--- src/hw/rtl/unix_seconds_to_utc_date_time_assert.svh ---
// Assertion macros for the Unix seconds to UTC date and time converter.
// Expects signals named clk and arst_n in the including module.
`ifndef UNIX_SECONDS_TO_UTC_DATE_TIME_ASSERT_SVH
`define UNIX_SECONDS_TO_UTC_DATE_TIME_ASSERT_SVH

// check a consequent in the same cycle as its antecedent: same-cycle implication
`define UTCDT_ASSERT_IMPLIES(label, ante, cons, msg) \
	label: assert property (@(posedge clk) disable iff (!arst_n) (ante) |-> (cons)) \
		else $error(msg);

// check a property of every presented result item
`define UTCDT_ASSERT_ON_OUT(label, cons, msg) \
	`UTCDT_ASSERT_IMPLIES(label, out_valid, cons, msg)

`endif

--- src/hw/rtl/utcdt_pkg.sv ---
// Package for the Unix seconds to UTC date and time converter.
// Field widths, reciprocal constants for the constant divisions, month table.
// No dependencies.
package utcdt_pkg;

	localparam int SECS_W  = 39;
	localparam int YEAR_W  = 14;
	localparam int MONTH_W = 4;
	localparam int DAY_W   = 5;
	localparam int HOUR_W  = 5;
	localparam int MIN_W   = 6;
	localparam int SEC_W   = 6;

	localparam int NUM_STAGES = 12;

	localparam int DAYS_W = 22;
	localparam int SOD_W  = 17;
	localparam int TM_W   = 11;
	localparam int ERA_W  = 5;
	localparam int DOE_W  = 18;
	localparam int YOE_W  = 9;
	localparam int DOY_W  = 9;
	localparam int MP_W   = 4;

	localparam logic signed [SECS_W-1:0] SECS_MIN  = -39'sd62135596800;
	localparam logic signed [SECS_W-1:0] SECS_MAX  = 39'sd253402300799;
	localparam logic [SECS_W-1:0]        SECS_BIAS = 39'd62135596800;

	// 86400 = 675 << 7
	localparam int         DAY_SHIFT = 7;
	localparam logic [9:0] DAY_ODD   = 10'd675;
	localparam int         K_675     = 41;
	localparam logic [31:0] RECIP_675 =
		32'(((64'd1 << K_675) + 64'd674) / 64'd675);

	localparam logic [DAYS_W-1:0] Z_OFFSET     = 22'd306;
	localparam logic [DOE_W-1:0]  DAYS_PER_ERA = 18'd146097;
	localparam logic [DOE_W-1:0]  DOE_LAST     = 18'd146096;
	localparam int                K_ERA        = 39;
	localparam logic [21:0] RECIP_ERA =
		22'(((64'd1 << K_ERA) + 64'd146096) / 64'd146097);

	localparam logic [5:0] SIXTY = 6'd60;
	localparam int         K_MIN = 23;
	localparam logic [17:0] RECIP_60_SOD =
		18'(((64'd1 << K_MIN) + 64'd59) / 64'd60);
	localparam int         K_HOUR = 17;
	localparam logic [11:0] RECIP_60_TM =
		12'(((64'd1 << K_HOUR) + 64'd59) / 64'd60);

	localparam int K_1460 = 28;
	localparam logic [17:0] RECIP_1460 =
		18'(((64'd1 << K_1460) + 64'd1459) / 64'd1460);
	localparam int K_36524 = 33;
	localparam logic [17:0] RECIP_36524 =
		18'(((64'd1 << K_36524) + 64'd36523) / 64'd36524);
	localparam int K_365 = 26;
	localparam logic [17:0] RECIP_365 =
		18'(((64'd1 << K_365) + 64'd364) / 64'd365);
	localparam int K_100 = 16;
	localparam logic [9:0] RECIP_100 =
		10'(((64'd1 << K_100) + 64'd99) / 64'd100);
	localparam int K_153 = 19;
	localparam logic [11:0] RECIP_153 =
		12'(((64'd1 << K_153) + 64'd152) / 64'd153);
	// (5 * doy + 2) * RECIP_153 folded into one constant product
	localparam logic [14:0] MP_MUL = 15'(5 * RECIP_153);
	localparam logic [12:0] MP_ADD = 13'(2 * RECIP_153);

	localparam logic [8:0] DAYS_PER_YEAR = 9'd365;
	localparam logic [8:0] YEARS_PER_ERA = 9'd400;
	localparam logic [MP_W-1:0] MP_JANUARY = 4'd10;
	localparam logic [MONTH_W-1:0] MONTH_FEB = 4'd2;

	typedef struct packed {
		logic [HOUR_W-1:0] hour;
		logic [MIN_W-1:0]  minute;
		logic [SEC_W-1:0]  second;
	} hms_t;

	// first day of each March-based month within the year
	function automatic logic [DOY_W-1:0] month_start(input logic [MP_W-1:0] mp);
		logic [DOY_W-1:0] res;
		unique case (mp)
			4'd0:    res = 9'd0;
			4'd1:    res = 9'd31;
			4'd2:    res = 9'd61;
			4'd3:    res = 9'd92;
			4'd4:    res = 9'd122;
			4'd5:    res = 9'd153;
			4'd6:    res = 9'd184;
			4'd7:    res = 9'd214;
			4'd8:    res = 9'd245;
			4'd9:    res = 9'd275;
			4'd10:   res = 9'd306;
			4'd11:   res = 9'd337;
			default: res = 9'd0;
		endcase
		return res;
	endfunction

endpackage

--- src/hw/rtl/unix_seconds_to_utc_date_time.sv ---
// Unix seconds to UTC date and time converter, top level.
// Depends on utcdt_pkg and unix_seconds_to_utc_date_time_assert.svh.
// Twelve-stage pipeline, divisions by constants done by reciprocal multiplies, shifts and one compare.

// Takes one signed seconds count per cycle while in_ready is high and gives
// year, month, day, hour, minute and second through the twelve pipeline
// register stages, which hold the reciprocal multiplies, the subtractions and
// the compares. Inputs outside 0001-01-01T00:00:00Z to 9999-12-31T23:59:59Z
// are clamped to those ends. Any empty stage fills while the output waits, so
// in_ready stays high until all twelve stages hold items.
`include "unix_seconds_to_utc_date_time_assert.svh"

module unix_seconds_to_utc_date_time (
	input  logic                                clk,
	input  logic                                arst_n,
	input  logic                                in_valid,
	output logic                                in_ready,
	input  logic signed [utcdt_pkg::SECS_W-1:0] unix_seconds,
	output logic                                out_valid,
	input  logic                                out_ready,
	output logic [utcdt_pkg::YEAR_W-1:0]        year,
	output logic [utcdt_pkg::MONTH_W-1:0]       month,
	output logic [utcdt_pkg::DAY_W-1:0]         day,
	output logic [utcdt_pkg::HOUR_W-1:0]        hour,
	output logic [utcdt_pkg::MIN_W-1:0]         minute,
	output logic [utcdt_pkg::SEC_W-1:0]         second
);
	import utcdt_pkg::*;

	logic [NUM_STAGES-1:0] vld_q;
	logic [NUM_STAGES-1:0] adv;

	logic signed [SECS_W-1:0] sat;
	logic [SECS_W-1:0]        xs_s1;
	logic [63:0]              prod_675;
	logic [31:0]              x_s2;
	logic [DAY_SHIFT-1:0]     lo_s2;
	logic [DAYS_W-1:0]        q_s2;
	logic [31:0]              rem_675;
	logic [DAYS_W-1:0]        z_s3, z_s4;
	logic [SOD_W-1:0]         sod_s3, sod_s4;
	logic [43:0]              prod_era;
	logic [34:0]              prod_tm;
	logic [ERA_W-1:0]         era_s4, era_s5, era_s6, era_s7, era_s8, era_s9, era_s10;
	logic [TM_W-1:0]          tm_s4, tm_s5;
	logic [DAYS_W-1:0]        doe_full;
	logic [SOD_W-1:0]         sec_full;
	logic [22:0]              prod_hour;
	logic [DOE_W-1:0]         doe_s5, doe_s6, doe_s7, doe_s8, doe_s9;
	logic [HOUR_W-1:0]        hour_s5;
	logic [SEC_W-1:0]         second_s5;
	logic [TM_W-1:0]          min_full;
	logic [35:0]              prod_1460, prod_36524;
	logic [6:0]               c1460_s6;
	logic [2:0]               c36524_s6;
	logic                     clast_s6;
	hms_t                     hms_s6, hms_s7, hms_s8, hms_s9, hms_s10, hms_s11, hms_s12;
	logic [DOE_W-1:0]         n_s7;
	logic [35:0]              prod_365;
	logic [YOE_W-1:0]         yoe_s8, yoe_s9, yoe_s10;
	logic [18:0]              prod_100;
	logic [DOE_W-1:0]         base_s9;
	logic [1:0]               c100_s9;
	logic [DOE_W-1:0]         doy_full;
	logic [DOY_W-1:0]         doy_s10, doy_s11;
	logic [23:0]              prod_mp;
	logic [MP_W-1:0]          mp_s11;
	logic [YEAR_W-1:0]        ybase_s11;
	logic [DOY_W-1:0]         day_full;
	logic [MONTH_W-1:0]       month_d;
	logic [YEAR_W-1:0]        year_s12;
	logic [MONTH_W-1:0]       month_s12;
	logic [DAY_W-1:0]         day_s12;

	// advance a stage when it is empty or its successor advances
	always_comb begin
		adv[NUM_STAGES-1] = !vld_q[NUM_STAGES-1] || out_ready;
		for (int i = NUM_STAGES - 2; i >= 0; i--) begin
			adv[i] = !vld_q[i] || adv[i+1];
		end
	end

	assign in_ready = adv[0];

	always_ff @(posedge clk or negedge arst_n) begin
		if (!arst_n) begin
			vld_q <= '0;
		end else begin
			if (adv[0]) begin
				vld_q[0] <= in_valid;
			end
			for (int i = 1; i < NUM_STAGES; i++) begin
				if (adv[i]) begin
					vld_q[i] <= vld_q[i-1];
				end
			end
		end
	end

	// clamp and bias to seconds since 0001-01-01
	always_comb begin
		priority if (unix_seconds < SECS_MIN) begin
			sat = SECS_MIN;
		end else if (unix_seconds > SECS_MAX) begin
			sat = SECS_MAX;
		end else begin
			sat = unix_seconds;
		end
	end

	assign prod_675  = 64'(xs_s1[SECS_W-1:DAY_SHIFT]) * 64'(RECIP_675);
	assign rem_675   = x_s2 - 32'(q_s2) * 32'(DAY_ODD);
	assign prod_era  = 44'(z_s3) * 44'(RECIP_ERA);
	assign prod_tm   = 35'(sod_s3) * 35'(RECIP_60_SOD);
	assign doe_full  = z_s4 - 22'(era_s4) * 22'(DAYS_PER_ERA);
	assign sec_full  = sod_s4 - 17'(tm_s4) * 17'(SIXTY);
	assign prod_hour = 23'(tm_s4) * 23'(RECIP_60_TM);
	assign min_full  = tm_s5 - 11'(hour_s5) * 11'(SIXTY);
	assign prod_1460  = 36'(doe_s5) * 36'(RECIP_1460);
	assign prod_36524 = 36'(doe_s5) * 36'(RECIP_36524);
	assign prod_365  = 36'(n_s7) * 36'(RECIP_365);
	assign prod_100  = 19'(yoe_s8) * 19'(RECIP_100);
	assign doy_full  = doe_s9 - (base_s9 + 18'(yoe_s9[YOE_W-1:2]) - 18'(c100_s9));
	assign prod_mp   = 24'(doy_s10) * 24'(MP_MUL) + 24'(MP_ADD);
	assign day_full  = doy_s11 - month_start(mp_s11) + 9'd1;
	assign month_d   = (mp_s11 < MP_JANUARY) ? 4'(mp_s11 + 4'd3) : 4'(mp_s11 - 4'd9);

	always_ff @(posedge clk) begin
		if (adv[0]) begin
			xs_s1 <= SECS_W'(sat) + SECS_BIAS;
		end
		if (adv[1]) begin
			x_s2  <= xs_s1[SECS_W-1:DAY_SHIFT];
			lo_s2 <= xs_s1[DAY_SHIFT-1:0];
			q_s2  <= prod_675[K_675 +: DAYS_W];
		end
		if (adv[2]) begin
			z_s3   <= q_s2 + Z_OFFSET;
			sod_s3 <= {rem_675[9:0], lo_s2};
		end
		if (adv[3]) begin
			z_s4   <= z_s3;
			sod_s4 <= sod_s3;
			era_s4 <= prod_era[K_ERA +: ERA_W];
			tm_s4  <= prod_tm[K_MIN +: TM_W];
		end
		if (adv[4]) begin
			doe_s5    <= doe_full[DOE_W-1:0];
			era_s5    <= era_s4;
			tm_s5     <= tm_s4;
			hour_s5   <= prod_hour[K_HOUR +: HOUR_W];
			second_s5 <= sec_full[SEC_W-1:0];
		end
		if (adv[5]) begin
			doe_s6           <= doe_s5;
			era_s6           <= era_s5;
			c1460_s6         <= prod_1460[K_1460 +: 7];
			c36524_s6        <= prod_36524[K_36524 +: 3];
			clast_s6         <= (doe_s5 == DOE_LAST);
			hms_s6.hour      <= hour_s5;
			hms_s6.minute    <= min_full[MIN_W-1:0];
			hms_s6.second    <= second_s5;
		end
		if (adv[6]) begin
			n_s7   <= doe_s6 - 18'(c1460_s6) + 18'(c36524_s6) - 18'(clast_s6);
			doe_s7 <= doe_s6;
			era_s7 <= era_s6;
			hms_s7 <= hms_s6;
		end
		if (adv[7]) begin
			yoe_s8 <= prod_365[K_365 +: YOE_W];
			doe_s8 <= doe_s7;
			era_s8 <= era_s7;
			hms_s8 <= hms_s7;
		end
		if (adv[8]) begin
			base_s9 <= 18'(yoe_s8) * 18'(DAYS_PER_YEAR);
			c100_s9 <= prod_100[K_100 +: 2];
			yoe_s9  <= yoe_s8;
			doe_s9  <= doe_s8;
			era_s9  <= era_s8;
			hms_s9  <= hms_s8;
		end
		if (adv[9]) begin
			doy_s10 <= doy_full[DOY_W-1:0];
			yoe_s10 <= yoe_s9;
			era_s10 <= era_s9;
			hms_s10 <= hms_s9;
		end
		if (adv[10]) begin
			mp_s11    <= prod_mp[K_153 +: MP_W];
			doy_s11   <= doy_s10;
			ybase_s11 <= 14'(era_s10) * 14'(YEARS_PER_ERA) + 14'(yoe_s10);
			hms_s11   <= hms_s10;
		end
		if (adv[11]) begin
			year_s12  <= ybase_s11 + 14'(month_d <= MONTH_FEB);
			month_s12 <= month_d;
			day_s12   <= day_full[DAY_W-1:0];
			hms_s12   <= hms_s11;
		end
	end

	assign out_valid = vld_q[NUM_STAGES-1];
	assign year      = year_s12;
	assign month     = month_s12;
	assign day       = day_s12;
	assign hour      = hms_s12.hour;
	assign minute    = hms_s12.minute;
	assign second    = hms_s12.second;

	`UTCDT_ASSERT_IMPLIES(a_ready_flow, out_ready, in_ready, "input stalled while output drains")
	`UTCDT_ASSERT_ON_OUT(a_date_range, year >= 14'd1 && year <= 14'd9999 && month >= 4'd1 && month <= 4'd12 && day >= 5'd1, "date field out of range")
	`UTCDT_ASSERT_ON_OUT(a_time_range, hour <= 5'd23 && minute <= 6'd59 && second <= 6'd59, "time field out of range")
	`UTCDT_ASSERT_ON_OUT(a_month_len, (month != 4'd2 || day <= 5'd29) && ((month != 4'd4 && month != 4'd6 && month != 4'd9 && month != 4'd11) || day <= 5'd30), "day past end of month")

endmodule

--- config.mk ---
export PLATFORM = sky130hd
export DESIGN_NAME = unix_seconds_to_utc_date_time
export DESIGN_NICKNAME = d
export VERILOG_FILES = /design/src/hw/rtl/utcdt_pkg.sv /design/src/hw/rtl/unix_seconds_to_utc_date_time.sv
export VERILOG_INCLUDE_DIRS = /design/src /design/src/hw/rtl
export SDC_FILE = /design/constraint.sdc
export NUM_CORES = 2
export LEC_CHECK = 0
export BUFFER_PORTS_ARGS = -buffer_cell sky130_fd_sc_hd__buf_4
export CAP_MARGIN = 5
export CORE_MARGIN = 2
export CORE_UTILIZATION = 50
export CTS_CLUSTER_DIAMETER = 200
export DETAILED_ROUTE_END_ITERATION = 8
export GPL_TIMING_DRIVEN = 0
export PLACE_DENSITY = 0.66
export SLEW_MARGIN = 20
export SYNTH_ARGS = -nofsm -noshare
export SYNTH_HDL_FRONTEND = slang
export SYNTH_SLANG_ARGS = --single-unit
--- constraint.sdc ---
create_clock -name clk -period 17.4 [get_ports clk]
set_input_delay 1.74 -clock clk [delete_from_list [all_inputs] [get_ports clk]]
set_output_delay 1.74 -clock clk [all_outputs]
set_load 0.005 [all_outputs]
==> qor.yml <==
routing:
  wirelength_um: 128000
  drt_iter0_drc: 1418
  drcViolationCount: 0
  drt_pass1_iterations: 5
  via_per_inst: 5.07
  ant_nets: 0
  vias: 38600
  wl_per_cell_um: 16.8
timing:
  slew_viol_final: 0
  rsz0062_at_grt: "false"
  fin_crit_ns: 8.73
  setup_viol: 0
  fin_crit_sh_pct: 50.2
  fin_skew_ns: 0.0199
  final-hold-violation-count: 0
  max_freq_mhz: 115
  maxSlewHeadroom_pct: 22.5
  final.setup.tns_ns: 0
  worst_slew_pin_slew_ns: 1.16
clock_tree:
  clock-sinks: 523
  h-tree-depth: 2
  ctsHoldBuffers: 0
  clk_pin_slew_ns: 0.07
  cts-resized-gates: 0
  clk_path_buf_depth: 3
  cts_tree: "yes"
  root_buffer: "clkbuf_16"
  cts_made_buffers: 53
  clk_latency_ns: 0.63
  postCtsSetupBuffers: 0
global_route:
  overflow: 0
  grt_use_total_pct: 20.0
  met2_usage_pct: 35.5
  grt_pass1_vias: 42200
  grt_pass1_wl_um: 216000
  grt_start_max_net_pins: 51
  met1_usage_pct: 25.9
  grt_busiest_layer: "met2"
  antenna_found_initial: 2
  use_met3_pct: 2.25
floorplan:
  pin_count: 85
  die_y_um: 368
  dieArea_sq_um: 135000
  initial_core_util_pct: 50.3
  fp-row-count: 133
  die_w_um: 368
  core_sq_um: 131000
cells_and_area:
  layout.cells.most_common_list: "inv_1 (1542), ha_1 (1478), fa_1 (935)"
  nets: 8270
  regArea_sq_um: 15600
  layout_commonest_cell: "inv_1"
  areaGrowthSynthToFinish_pct: 7.29
  fillers: 11200
  drive_gt1_share_pct: 3.48
  multiInputGateArea_sq_um: 44700
place:
  portBuffers: 77
  gp_congestion: 0.882
  dp_hpwl_um: 109000
logic_synthesis:
  synth-seq-cells: 523
  netlist_instances: 5674
  synth_edf_count: 506
  yosysTopAreaCell: "fa_1"
  synth-main-ff-cell: "edfxtp_1"
  synth_seq_area_share_pct: 23.6
  synth_cell_types: 76
  netlist_top_cells_area: "fa_1 (28%), ha_1 (28%), edfxtp_1 (23%), inv_1 (8.8%), xnor2_1 (2.3%)"
  synth.cell_area_sq_um: 66100
  ys_warn_count: 0
  async_reset_ff_share_pct: 2.29
  synthesis.nets: 8130
  synth_top_cell_area_share_pct: 28.3
  synth.avg_cell_area_sq_um: 11.7
worst_setup_path:
  cp.required_ns: 17.73
  cp.arrival_ns: 9.07
  crit_type: "reg2reg"
  critPathSlowestCell: "a211oi_1"
  crit_chain: "fa_1, ha_1, inv_1, fa_1, fa_1, inv_1, fa_1, fa_1, fa_1, inv_1, fa_1, inv_1, ha_1, and4_1, and3_1, nand4_1, a211oi_1, a211oi_1, a211oi_2, o41ai_4, o21ai_1, o41ai_1, xnor2_1"
  cp_max_fo: 12
  slowest_delay_ns: 0.90
  cp_common_cell: "fa_1"
  critPathBufInv: 4
  endpoint_kind: "register"
  critical_path.top_delay_family: "adder cells"
  startpoint_type: "register"
worst_hold_path:
  hold_path.class: "reg2reg"
run:
  maxCapViolations: 0
outcome:
  status: "finished clean"
area by class of cell:
| class | count | area share, % |
|---|---|---|
| Clock inverter | 37 | 0.652 |
| Timing Repair Buffer | 85 | 1.04 |
| Inverter | 1545 | 8.17 |
| Clock buffer | 62 | 1.92 |
| Tap cell | 1755 | 3.09 |
| Sequential cell | 523 | 22.0 |
| Multi-Input combinational cell | 3590 | 63.1 |
| Antenna cell | 1 | 0.00353 |
| Buffer | 16 | 0.0934 |
registers in the layout, summed over array words and instances (netlist names), 17 cells and up, named ones only:
register	count
sod_s3	17
hms_s8	17
q_s2	22
hms_s7	17
doe_s6	18
doe_s5	18
hms_s11	17
hms_s9	17
z_s4	18
hms_s10	17
xs_s1	39
n_s7	18
z_s3	22
hms_s6	17
path summary, 6_finish.rpt:
check | startpoint | to | slack [ns] | cells past startpoint
worst max-delay path | xs_s1[16] | q_s2[21] | 8.67 | 23
worst max register to register | xs_s1[16] | q_s2[21] | 8.67 | 23
max in group asynchronous | arst_n | vld_q[2] | 16.21 | 1
worst min-delay path | doe_s8[7] | doe_s9[7] | 0.40 | 0
worst min register to register | doe_s8[7] | doe_s9[7] | 0.40 | 0
min in group asynchronous | arst_n | vld_q[11] | 0.96 | 1
per-stage QoR:
stage               instances  setup WS (ns)  area, sq um  util (%)  hold slack [ns]
global placement         7506           4.21        68900      52.4            0.400
floorplan                5674           7.91        66100         -            0.400
global route             7613           8.30        71000      54.0            0.409
detailed placement       7514           8.66        69100      52.6            0.405
finish                   7614           8.67        71000      54.0            0.401
CTS                      7613           8.61        71000      54.0            0.402
Yosys cell counts, drive strengths merged, types with 11 or more instances:
| master | number |
|---|---|
| nor2 | 125 |
| or3 | 11 |
| nand4 | 29 |
| a211oi | 23 |
| ha | 1478 |
| fa | 935 |
| and3 | 30 |
| dfrtp | 12 |
| o21bai | 22 |
| xnor2 | 176 |
| a31oi | 18 |
| o21a | 19 |
| nand2b | 28 |
| nor2b | 18 |
| o211ai | 11 |
| nand2 | 97 |
| a21o | 58 |
| or2 | 11 |
| clkbuf | 12 |
| nor3 | 35 |
| nand3 | 49 |
| o21ai | 91 |
| xor2 | 59 |
| a21oi | 156 |
| edfxtp | 506 |
| inv | 1545 |
layer usage:
layer / vias to the layer above / routed length, um
li1: 18700 / -
met1: 19200 / 55700
met2: 541 / 64600
met3: 177 / 4170
met4: 2 / 3610
met5: - / 13
kinds of logic after synthesis:
group                    after synthesis  synth area share (%)
adder cells (fa/ha/maj)             2413                  56.3
flip-flops                           523                  23.6
AND/OR/NAND/NOR                      460                  3.42
buffers and inverters               1561                  8.87
AO/OA/AOI/OAI                        475                  4.66
multiplexers                           7                 0.112
XOR/XNOR                             235                  3.11
Power is left out: the tool's default activity adds up to more than one toggle a clock period on the data nets, which glitch-free logic cannot reach.
